`config.mk`:
```
export PLATFORM = sky130hd
export DESIGN_NAME = ipv4_header_builder_core
export DESIGN_NICKNAME = d
export VERILOG_FILES = /design/src/rtl/core/ipv4hb_pkg.sv /design/src/rtl/core/ipv4_header_builder_core.sv /design/src/rtl/core/ipv4hb_regs.sv /design/src/rtl/core/ipv4hb_calc.sv /design/src/rtl/core/ipv4hb_ser.sv
export SDC_FILE = /design/constraint.sdc
export NUM_CORES = 1
export LEC_CHECK = 0
export ABC_AREA = 0
export ABC_CLOCK_PERIOD_IN_PS = 8000
export BUFFER_PORTS_ARGS = -buffer_cell sky130_fd_sc_hd__clkbuf_2
export CAP_MARGIN = 0
export CORE_ASPECT_RATIO = 1.25
export CORE_UTILIZATION = 41
export CTS_CLUSTER_DIAMETER = 200
export DETAILED_ROUTE_END_ITERATION = 10
export GPL_ROUTABILITY_DRIVEN = 1
export HOLD_SLACK_MARGIN = 0.02
export PLACE_DENSITY = 0.58
export SYNTH_ARGS = -nofsm -noshare
export SYNTH_HDL_FRONTEND = slang
export SYNTH_SLANG_ARGS = --single-unit
export TNS_END_PERCENT = 5
```
`constraint.sdc`:
```
create_clock -name i_clk -period 8 [get_ports i_clk]
set_input_delay 1.6 -clock i_clk [delete_from_list [all_inputs] [get_ports i_clk]]
set_output_delay 1.6 -clock i_clk [all_outputs]
set_load 0.005 [all_outputs]
```
`src/rtl/core/ipv4hb_pkg.sv`:
```
`default_nettype none

package ipv4hb_pkg;

    localparam int HDR_WORDS = 10;
    localparam int WORD_W    = 16;
    localparam int IDX_W     = 4;
    localparam int ADDR_W    = 3;

    localparam logic [15:0] VER_IHL_TOS = 16'h4500;
    localparam logic [15:0] DF_FLAG     = 16'h4000;
    localparam logic [7:0]  TTL_VALUE   = 8'd64;
    localparam logic [15:0] HDR_BYTES   = 16'd20;
    localparam logic [15:0] BUF_BYTES   = 16'd1500;
    localparam logic [15:0] MAX_PAYLOAD = BUF_BYTES - HDR_BYTES;
    localparam logic [31:0] SRC_RESET   = 32'h0A00_020F;

    localparam logic [IDX_W-1:0] LAST_IDX = IDX_W'(HDR_WORDS - 1);

    // register index, taken from the word address bit above the byte offset, paddr[ADDR_W-1]
    localparam logic REG_SOURCE_ADDRESS = 1'b0;

    typedef logic [WORD_W-1:0] t_word;
    typedef t_word [HDR_WORDS-1:0] t_header;

    typedef struct packed {
        logic [31:0] dest;
        logic [7:0]  proto;
        logic [15:0] plen;
    } t_request;

    typedef struct packed {
        logic act;
        logic last;
    } t_ser_status;

endpackage

`default_nettype wire

```
`src/rtl/core/ipv4_header_builder_core.sv`:
```
`default_nettype none
// throughput: one oversized request per cycle; a good request holds the one-word result
// channel, which sets the rate, for its ten words, and the next request waits in the input register
// reset: synchronous active-low, source address returns to 10.0.2.15, no request in flight
// the receiver cannot stall; each word shows for one cycle with o_result_valid
module ipv4_header_builder_core (
    input  wire logic                          i_clk,
    input  wire logic                          i_rst_n,
    input  wire logic                          start,
    output logic                               busy,
    input  wire logic [31:0]                   i_dest_address,
    input  wire logic [7:0]                    i_protocol_number,
    input  wire logic [15:0]                   i_payload_length,
    output logic                               o_result_valid,
    output logic [15:0]                        o_header_word,
    output logic [3:0]                         o_word_index,
    output logic                               o_last_word,
    output logic                               o_length_error,
    input  wire logic                          psel,
    input  wire logic                          penable,
    input  wire logic                          pwrite,
    input  wire logic [ipv4hb_pkg::ADDR_W-1:0] paddr,
    input  wire logic [31:0]                   pwdata,
    output logic [31:0]                        prdata,
    output logic                               pready
);
    import ipv4hb_pkg::*;

    t_request    r_req;
    logic        r_in_vld;
    logic        accept;
    logic        move;
    logic        ser_free;
    logic [31:0] source_address;
    t_header     words;
    logic        err;
    t_ser_status ser_status;

    ipv4hb_regs u_regs (
        .i_clk            (i_clk),
        .i_rst_n          (i_rst_n),
        .psel             (psel),
        .penable          (penable),
        .pwrite           (pwrite),
        .paddr            (paddr),
        .pwdata           (pwdata),
        .prdata           (prdata),
        .pready           (pready),
        .o_source_address (source_address)
    );

    // serializer can take a header when idle or on its final word
    assign ser_free = !ser_status.act || ser_status.last;
    assign move     = r_in_vld && ser_free;
    assign busy     = r_in_vld && !ser_free;
    assign accept   = start && !busy;

    always_ff @(posedge i_clk) begin
        if (!i_rst_n) begin
            r_in_vld <= 1'b0;
        end else if (accept) begin
            r_in_vld <= 1'b1;
        end else if (move) begin
            r_in_vld <= 1'b0;
        end
    end

    always_ff @(posedge i_clk) begin
        if (accept) begin
            r_req.dest  <= i_dest_address;
            r_req.proto <= i_protocol_number;
            r_req.plen  <= i_payload_length;
        end
    end

    ipv4hb_calc u_calc (
        .i_req            (r_req),
        .i_source_address (source_address),
        .o_words          (words),
        .o_err            (err)
    );

    ipv4hb_ser u_ser (
        .i_clk    (i_clk),
        .i_rst_n  (i_rst_n),
        .i_load   (move),
        .i_words  (words),
        .i_err    (err),
        .o_status (ser_status),
        .o_word   (o_header_word),
        .o_idx    (o_word_index),
        .o_last   (o_last_word),
        .o_err    (o_length_error)
    );

    assign o_result_valid = ser_status.act;

endmodule

`default_nettype wire

```
`src/rtl/core/ipv4hb_regs.sv`:
```
`default_nettype none

module ipv4hb_regs (
    input  wire logic                          i_clk,
    input  wire logic                          i_rst_n,
    input  wire logic                          psel,
    input  wire logic                          penable,
    input  wire logic                          pwrite,
    input  wire logic [ipv4hb_pkg::ADDR_W-1:0] paddr,
    input  wire logic [31:0]                   pwdata,
    output logic [31:0]                        prdata,
    output logic                               pready,
    output logic [31:0]                        o_source_address
);
    import ipv4hb_pkg::*;

    logic [31:0] r_source_address;
    logic        wr_en;
    logic        sel_src;

    assign sel_src = (paddr[ADDR_W-1] == REG_SOURCE_ADDRESS);
    assign wr_en   = psel && penable && pwrite && pready;
    assign pready  = 1'b1;

    always_ff @(posedge i_clk) begin
        if (!i_rst_n) begin
            r_source_address <= SRC_RESET;
        end else if (wr_en && sel_src) begin
            r_source_address <= pwdata;
        end
    end

    assign prdata           = sel_src ? r_source_address : 32'd0;
    assign o_source_address = r_source_address;

endmodule

`default_nettype wire

```
`src/rtl/core/ipv4hb_calc.sv`:
```
`default_nettype none

module ipv4hb_calc (
    input  wire ipv4hb_pkg::t_request i_req,
    input  wire logic [31:0]          i_source_address,
    output ipv4hb_pkg::t_header       o_words,
    output logic                      o_err
);
    import ipv4hb_pkg::*;

    logic [15:0] total_len;
    logic [15:0] w_proto;
    logic [19:0] sum;
    logic [16:0] fold1;
    logic [16:0] fold2;
    logic [15:0] csum;

    assign o_err     = (i_req.plen > MAX_PAYLOAD);
    assign total_len = HDR_BYTES + i_req.plen;
    assign w_proto   = {TTL_VALUE, i_req.proto};

    always_comb begin
        sum = 20'(VER_IHL_TOS) + 20'(total_len) + 20'(DF_FLAG) + 20'(w_proto)
            + 20'(i_source_address[31:16]) + 20'(i_source_address[15:0])
            + 20'(i_req.dest[31:16]) + 20'(i_req.dest[15:0]);
        // end-around carry, two folds settle it
        fold1 = 17'(sum[15:0]) + 17'(sum[19:16]);
        fold2 = 17'(fold1[15:0]) + 17'(fold1[16]);
        csum  = ~fold2[15:0];
    end

    always_comb begin
        if (o_err) begin
            o_words = '0;
        end else begin
            o_words[0] = VER_IHL_TOS;
            o_words[1] = total_len;
            o_words[2] = '0;
            o_words[3] = DF_FLAG;
            o_words[4] = w_proto;
            o_words[5] = csum;
            o_words[6] = i_source_address[31:16];
            o_words[7] = i_source_address[15:0];
            o_words[8] = i_req.dest[31:16];
            o_words[9] = i_req.dest[15:0];
        end
    end

endmodule

`default_nettype wire

```
`src/rtl/core/ipv4hb_ser.sv`:
```
`default_nettype none

module ipv4hb_ser (
    input  wire logic                         i_clk,
    input  wire logic                         i_rst_n,
    input  wire logic                         i_load,
    input  wire ipv4hb_pkg::t_header          i_words,
    input  wire logic                         i_err,
    output ipv4hb_pkg::t_ser_status           o_status,
    output logic [ipv4hb_pkg::WORD_W-1:0]     o_word,
    output logic [ipv4hb_pkg::IDX_W-1:0]      o_idx,
    output logic                              o_last,
    output logic                              o_err
);
    import ipv4hb_pkg::*;

    t_header          r_words;
    logic [IDX_W-1:0] r_idx;
    logic             r_err;
    logic             r_act;
    logic             last;

    // an error request stops after its single word
    assign last = r_err || (r_idx == LAST_IDX);

    always_ff @(posedge i_clk) begin
        if (!i_rst_n) begin
            r_act <= 1'b0;
            r_idx <= '0;
            r_err <= 1'b0;
        end else if (i_load) begin
            r_act <= 1'b1;
            r_idx <= '0;
            r_err <= i_err;
        end else if (r_act) begin
            if (last) begin
                r_act <= 1'b0;
            end else begin
                r_idx <= r_idx + IDX_W'(1);
            end
        end
    end

    always_ff @(posedge i_clk) begin
        if (i_load) begin
            r_words <= i_words;
        end else if (r_act) begin
            r_words <= {t_word'(0), r_words[HDR_WORDS-1:1]};
        end
    end

    assign o_status.act  = r_act;
    assign o_status.last = r_act && last;
    assign o_word        = r_words[0];
    assign o_idx         = r_idx;
    assign o_last        = last;
    assign o_err         = r_err;

endmodule

`default_nettype wire

```
Word level (Yosys, flattened, before mapping)
Cells that the tools add are included.
W data, S select, Z words.
- add/subtract/negate cells: 11
- $lt $le $gt $ge: 1
- equality and inequality tests: 1
- muxes and demuxes: 9
- bitwise operators: 4
- reductions and logical operators: 16
- operators by type and width (operator ; count):
    $mux W160 ; 3
    $add A20 B16 Y20 ; 4
    $mux W32 ; 1
    $add A20 B15 Y20 ; 1
    $add A20 B15 Y20 const B ; 1
    $add A15 B16 Y17 const A ; 1
    $add A16 B4 Y17 ; 1
    $add A16 B1 Y16 ; 1
    $add A5 B16 Y16 const A ; 1
    $gt A16 B11 Y1 const B ; 1
    $not A16 Y16 ; 1
    $logic_and A1 B1 Y1 ; 7
    $mux W1 ; 5
    $add A4 B1 Y4 const B ; 1
    $eq A4 B4 Y1 const B ; 1
    $reduce_bool A2 Y1 ; 2
    $logic_not A1 Y1 ; 3
    $not A1 Y1 ; 3
    $logic_or A1 B1 Y1 ; 2
    $reduce_and A2 Y1 ; 1
    $reduce_or A2 Y1 ; 1
- bits in registers: 255
- input bits: 97
- word-level logic and storage cells: 60

Depth between registers and ports, before layout
- word-level depth: 13
- gate-level depth with buffers: 41
- mapped depth without buffers: 40

Hierarchy
Synthesis repeated with hierarchy kept, for this count alone.
- cells, all modules: 1256
- area total of the unflattened synthesis: 14874.3 um2
- by module, submodules not included (module ; instances ; cells each ; area an instance (um2)):
    ipv4hb_ser ; 1 ; 389 ; 7063.0
    ipv4hb_calc ; 1 ; 628 ; 4503.1
    ipv4_header_builder_core ; 1 ; 62 ; 1735.4
    ipv4hb_regs ; 1 ; 177 ; 1572.8

Least setup slack after synthesis
OpenSTA, ideal clock, no wires.
- path type: flip-flop to flip-flop
- start point: register r_req[2] in the netlist's numbering
- end point: register u_ser.r_words[94] in the netlist's numbering, data pin
- setup time: 0.256 ns
- data arrival time: 7.975 ns
- required time: 7.744 ns
- setup slack: -0.231 ns
- cell stages (with the launch flop): 42
- cells stage by stage: edfxtp_1 > ha_1 > o21a_1 > nand3_1 > xor2_1 > inv_1 > ha_1 > nor2b_1 > nor3_1 > a21o_1 > a21oi_1 > xnor2_1 > fa_1 > inv_1 > fa_1 > fa_1 > inv_1 > ha_1 > [6 not listed] > a21oi_1 > xnor2_1 > fa_1 > a21o_1 > nand2_1 > or3_4 > nor3_2 > and3_1 > and3_1 > ha_1 > ha_1 > and2_1 > nand4_1 > a21oi_1 > nand2_1 > a211oi_2 > xnor2_1 > a22o_1
- longest elaborated chain between the ends: 13
- elaborated cells on any way between the ends: 14
- those cells by class: add/sub (10); order compare (1); mux (2); bitwise (1)
- ends and longest elaborated chain (element ; RTL line ; RTL):
    start, declared ; ipv4_header_builder_core.sv:29 ; t_request r_req;
    $add A5 B16 Y16 ; ipv4hb_calc.sv:19 ; assign total_len = HDR_BYTES + i_req.plen;
    $add A15 B16 Y17 ; ipv4hb_calc.sv:23 ; sum = 20'(VER_IHL_TOS) + 20'(total_len) + 20'(DF_FLAG) + 20'(w_proto)
    $add A20 B15 Y20 (2 in series) ; ipv4hb_calc.sv:23 ;
    $add A20 B16 Y20 (2 in series) ; ipv4hb_calc.sv:24 ; + 20'(i_source_address[31:16]) + 20'(i_source_address[15:0])
    $add A20 B16 Y20 (2 in series) ; ipv4hb_calc.sv:25 ; + 20'(i_req.dest[31:16]) + 20'(i_req.dest[15:0]);
    $add A16 B4 Y17 ; ipv4hb_calc.sv:27 ; fold1 = 17'(sum[15:0]) + 17'(sum[19:16]);
    $add A16 B1 Y16 ; ipv4hb_calc.sv:28 ; fold2 = 17'(fold1[15:0]) + 17'(fold1[16]);
    $not A16 Y16 ; ipv4hb_calc.sv:29 ; csum = ~fold2[15:0];
    $mux W160 * ; ipv4hb_calc.sv:33 ; if (o_err) begin
    $mux W160 * ; ipv4hb_ser.sv:45 ; if (i_load) begin
    end signal, assigned ; ipv4hb_ser.sv:46 ; r_words <= i_words;
    end signal, assigned ; ipv4hb_ser.sv:48 ; r_words <= {t_word'(0), r_words[HDR_WORDS-1:1]};
    end, declared ; ipv4hb_ser.sv:17 ; t_header r_words;
Every way passes the cells marked *; elsewhere a longest branch is shown, timed or not.
A chain may end at the register's enable or synchronous reset.

Final worst setup path
Same ends and word-level chain as after synthesis.

==> results_tabular.tex <==
\begin{tabular}{lr}
\hline
Metric & Value \\
\hline
\multicolumn{2}{l}{\textbf{GRT}} \\
Pin count of the biggest net entering global routing & 84 \\
GRT Overall Usage & 0.195 \\
Initial antenna violation count & 1 \\
Global-route wire length before repair & around 50 mm \\
Number of global-route vias before repair & a little over 9,000 \\
GRT Residual Overflow & 0 \\
\multicolumn{2}{l}{\textbf{Logic synthesis}} \\
Ys Warns & 0 \\
Synthesized area & approximately 0.013 mm\^{}2 \\
Portion of the post-synthesis area used by sequential elements & 0.550 \\
Async set-or-reset flop fraction in the synthesized netlist & 0 \\
Synth cell types & a little over 70 \\
Leading cell types by total area after synthesis & sky130\_fd\_sc\_hd\_\_edfxtp\_1, sky130\_fd\_sc\_hd\_\_fa\_1, sky130\_fd\_sc\_hd\_\_dfxtp\_1 \\
Yosys top cell area share & 0.491 \\
Cell taking the most area after synthesis & sky130\_fd\_sc\_hd\_\_edfxtp\_1 \\
Seq cells post-synth & 255 \\
Post-synth EDFFs & around 220 \\
Gate Count Post-Synth & 1,085 \\
Post-Synthesis Net Count & 1,275 \\
Main synth FF type & sky130\_fd\_sc\_hd\_\_edfxtp\_1 \\
Mean Syn Cell Area & about 12 um\^{}2 \\
\multicolumn{2}{l}{\textbf{Die}} \\
Vert. Die Dim & between 200 and 250 um \\
Top-Level Pins & 154 \\
Die area & $\sim$0.033 mm\^{}2 \\
Placeable Area & about 0.032 mm\^{}2 \\
Floorplan die width & 163 um \\
Standard-cell rows & 73 \\
Initial standard-cell utilization of the core & 0.416 \\
\multicolumn{2}{l}{\textbf{Place}} \\
Final GP Congestion & $\sim$0.83 \\
Pre-CTS setup slack & -0.544 ns \\
Count of input and output buffers & 150 \\
Post-DP HPWL & 22.2 mm \\
Placed instance area & approximately 0.015 mm\^{}2 \\
\multicolumn{2}{l}{\textbf{Critical path}} \\
Type of element capturing the critical path & register \\
Arrival time at the worst endpoint & around 8.3 ns \\
Crit-path most repeated cell & sky130\_fd\_sc\_hd\_\_buf\_4 \\
Category of the most critical setup path & reg2reg \\
Worst path slowest cell & sky130\_fd\_sc\_hd\_\_fa\_1 \\
Delay of the slowest cell on the worst path & 0.52 ns \\
Critical path launch point type & register \\
Length in cells of the worst reg-to-reg path & roughly 40 \\
Data required time of the worst path & 8.29 ns \\
Maximum fanout count along the critical path & 5 \\
\multicolumn{2}{l}{\textbf{Clock tree}} \\
Hold Buf Count CTS & 0 \\
CTS tree & yes \\
Clock root buffer master & sky130\_fd\_sc\_hd\_\_clkbuf\_16 \\
CTS HTree Levels & 1 \\
Total CTS buffers & 27 \\
Clock latency reported for the late side of the worst-skew pair & 0.54 ns \\
Buffer levels on the longest clock path & 3 \\
Clock net sink count & between 200 and 300 \\
Worst-path clk slew & around 0.06 ns \\
\multicolumn{2}{l}{\textbf{Drt}} \\
Routed WL & approximately 32 mm \\
Vias per cell & 5.06 \\
Violation count after the first detailed-route iteration & 484 \\
Via count & about 9,000 \\
Residual DRC count & 0 \\
Number of antenna-violating nets in the routed design & 0 \\
Wirelength per Cell & 17.9 um \\
Pre-antenna DRT Iters & 5 \\
\multicolumn{2}{l}{\textbf{Layout}} \\
Fraction of layout cells with a size suffix above 1 & 0.290 \\
Layout area overhead & 23.9\% \\
Layout Cell Area excl Fill & 0.0164 mm\^{}2 \\
Leading cell type in the layout, fill and taps excluded & sky130\_fd\_sc\_hd\_\_edfxtp\_1 \\
Most frequent cells in the layout & sky130\_fd\_sc\_hd\_\_edfxtp\_1, sky130\_fd\_sc\_hd\_\_clkbuf\_2, sky130\_fd\_sc\_hd\_\_buf\_4 \\
Diodes inserted & 0 \\
Number of nets in the layout & 1,528 \\
\multicolumn{2}{l}{\textbf{Power and ir drop}} \\
VDD IR-drop max & 218 uV \\
Post-route total power & between 5 and 6 mW \\
Leakage dissipation & between 6 and 7 nW \\
Power per standard cell area & about 320 mW/mm\^{}2 \\
\multicolumn{2}{l}{\textbf{Timing}} \\
Transition time at the pin with the least slew margin & slightly below 1 ns \\
Final setup violation count & 0 \\
Min cycle time layout & between 7 and 8 ns \\
Endpoints failing hold & 0 \\
FMAX & 125 MHz \\
Headroom to the max-slew limit & 0.347 \\
Slew Limit Fails & 0 \\
Post-route clock period utilization & 0.998 \\
Final worst-path setup slack & approximately 0.018 ns \\
Worst Clk Skew & 0.0119 ns \\
RSZ-0062 raised after global routing & true \\
\multicolumn{2}{l}{\textbf{Run}} \\
Number of maximum-capacitance constraint violations & 0 \\
\multicolumn{2}{l}{\textbf{Worst hold path}} \\
Hold path cells & 2 \\
Type of the tightest min-delay check & reg2reg \\
\multicolumn{2}{l}{\textbf{Outcome}} \\
Status & completed \\
\hline
\end{tabular}
-- cells in the mapped netlist, types with 23 or more instances --
cell type	count
sky130_fd_sc_hd__a21boi_0	26
sky130_fd_sc_hd__a22o_1	61
sky130_fd_sc_hd__and2_1	77
sky130_fd_sc_hd__clkbuf_1	42
sky130_fd_sc_hd__dfxtp_1	39
sky130_fd_sc_hd__edfxtp_1	216
sky130_fd_sc_hd__fa_1	57
sky130_fd_sc_hd__ha_1	36
sky130_fd_sc_hd__inv_1	77
sky130_fd_sc_hd__nand2_1	120
sky130_fd_sc_hd__nor2_1	30
sky130_fd_sc_hd__nor2b_1	34
sky130_fd_sc_hd__o21ai_0	23
sky130_fd_sc_hd__xnor2_1	26
-- path summary, 6_finish.rpt --
check | endpoint | slack, ns | startpoint
worst min-delay path | u_regs.o_source_address[17] | 0.47 | u_regs.o_source_address[17]
worst max register to register | u_ser.r_words[94] | 0.02 | r_req[2]
worst min register to register | u_regs.o_source_address[17] | 0.47 | u_regs.o_source_address[17]
worst max-delay path | u_ser.r_words[94] | 0.02 | r_req[2]
-- stage by stage --
step	util	hold slack [ns]	cells	TNS [ns]
after floorplan	-	0.443	1085	0
after global placement	0.470	0.459	1679	-2.02
after detailed placement	0.470	0.463	1679	-2.96
after CTS	0.513	0.471	1769	0
after global routing	0.515	0.511	1771	-2.20
final	0.515	0.469	1771	0
-- cell type report --
type | count | area (um^2)
fill | 2849 | 15400
tap | 412 | 515
clock inverter | 9 | 104
inverter | 77 | 289
multi-input combinational | 686 | 5620
sequential | 255 | 7270
timing repair buffer | 291 | 1820
clock buffer | 41 | 769
-- flip-flops by register name, summed over array words and instances (netlist names) --
name                     count
u_ser.o_word                16
u_ser.o_idx                  4
u_ser.r_words              144
r_in_vld                     1
u_regs.o_source_address     32
u_ser.r_act                  1
u_ser.o_err                  1
r_req                       56
-- per-layer routing --
| metal | wire (um) | track usage | share of wire |
|---|---|---|---|
| met1 | 14100 | 0.254 | 0.44 |
| met2 | 15200 | 0.329 | 0.48 |
| met5 | 13 | 0 | 0.00041 |
| met3 | 1240 | 0.0261 | 0.039 |
| met4 | 1070 | 0.0714 | 0.034 |
-- report_power, final --
part | total, mW | switching (mW) | leakage, nW | internal [mW]
Sequential | 1.62 | 0.0436 | 2.45 | 1.57
Combinational | 2.34 | 1.27 | 3.93 | 1.07
Clock | 1.24 | 0.511 | 0.423 | 0.728
-- cell families after synthesis --
family,synth area share
adder cells (fa/ha/maj),0.121
XOR/XNOR,0.0304
buffers and inverters,0.0466
multiplexers,0.000757
other,0.000284
AO/OA/AOI/OAI,0.113
AND/OR/NAND/NOR,0.138
flip-flops,0.550
-- what timing repair did --
item / CTS / global route
cloned: 0 / 0
buffers inserted: 40 / 2
pin swaps: 37 / 12
gates resized for setup: 40 / 11
endpoints found under the setup margin: 12 / 11
-- critical path: cells and delay by family, from the launching register on --
kind	cells	cell delay [ns]
xor+xnor	3	0.49
buf+inv	15	1.77
flops	1	0.45
simple gates	8	1.19
fa+ha+maj	8	2.43
compound gates	7	1.41
No activity file was read; power rests on OpenSTA's default activity.
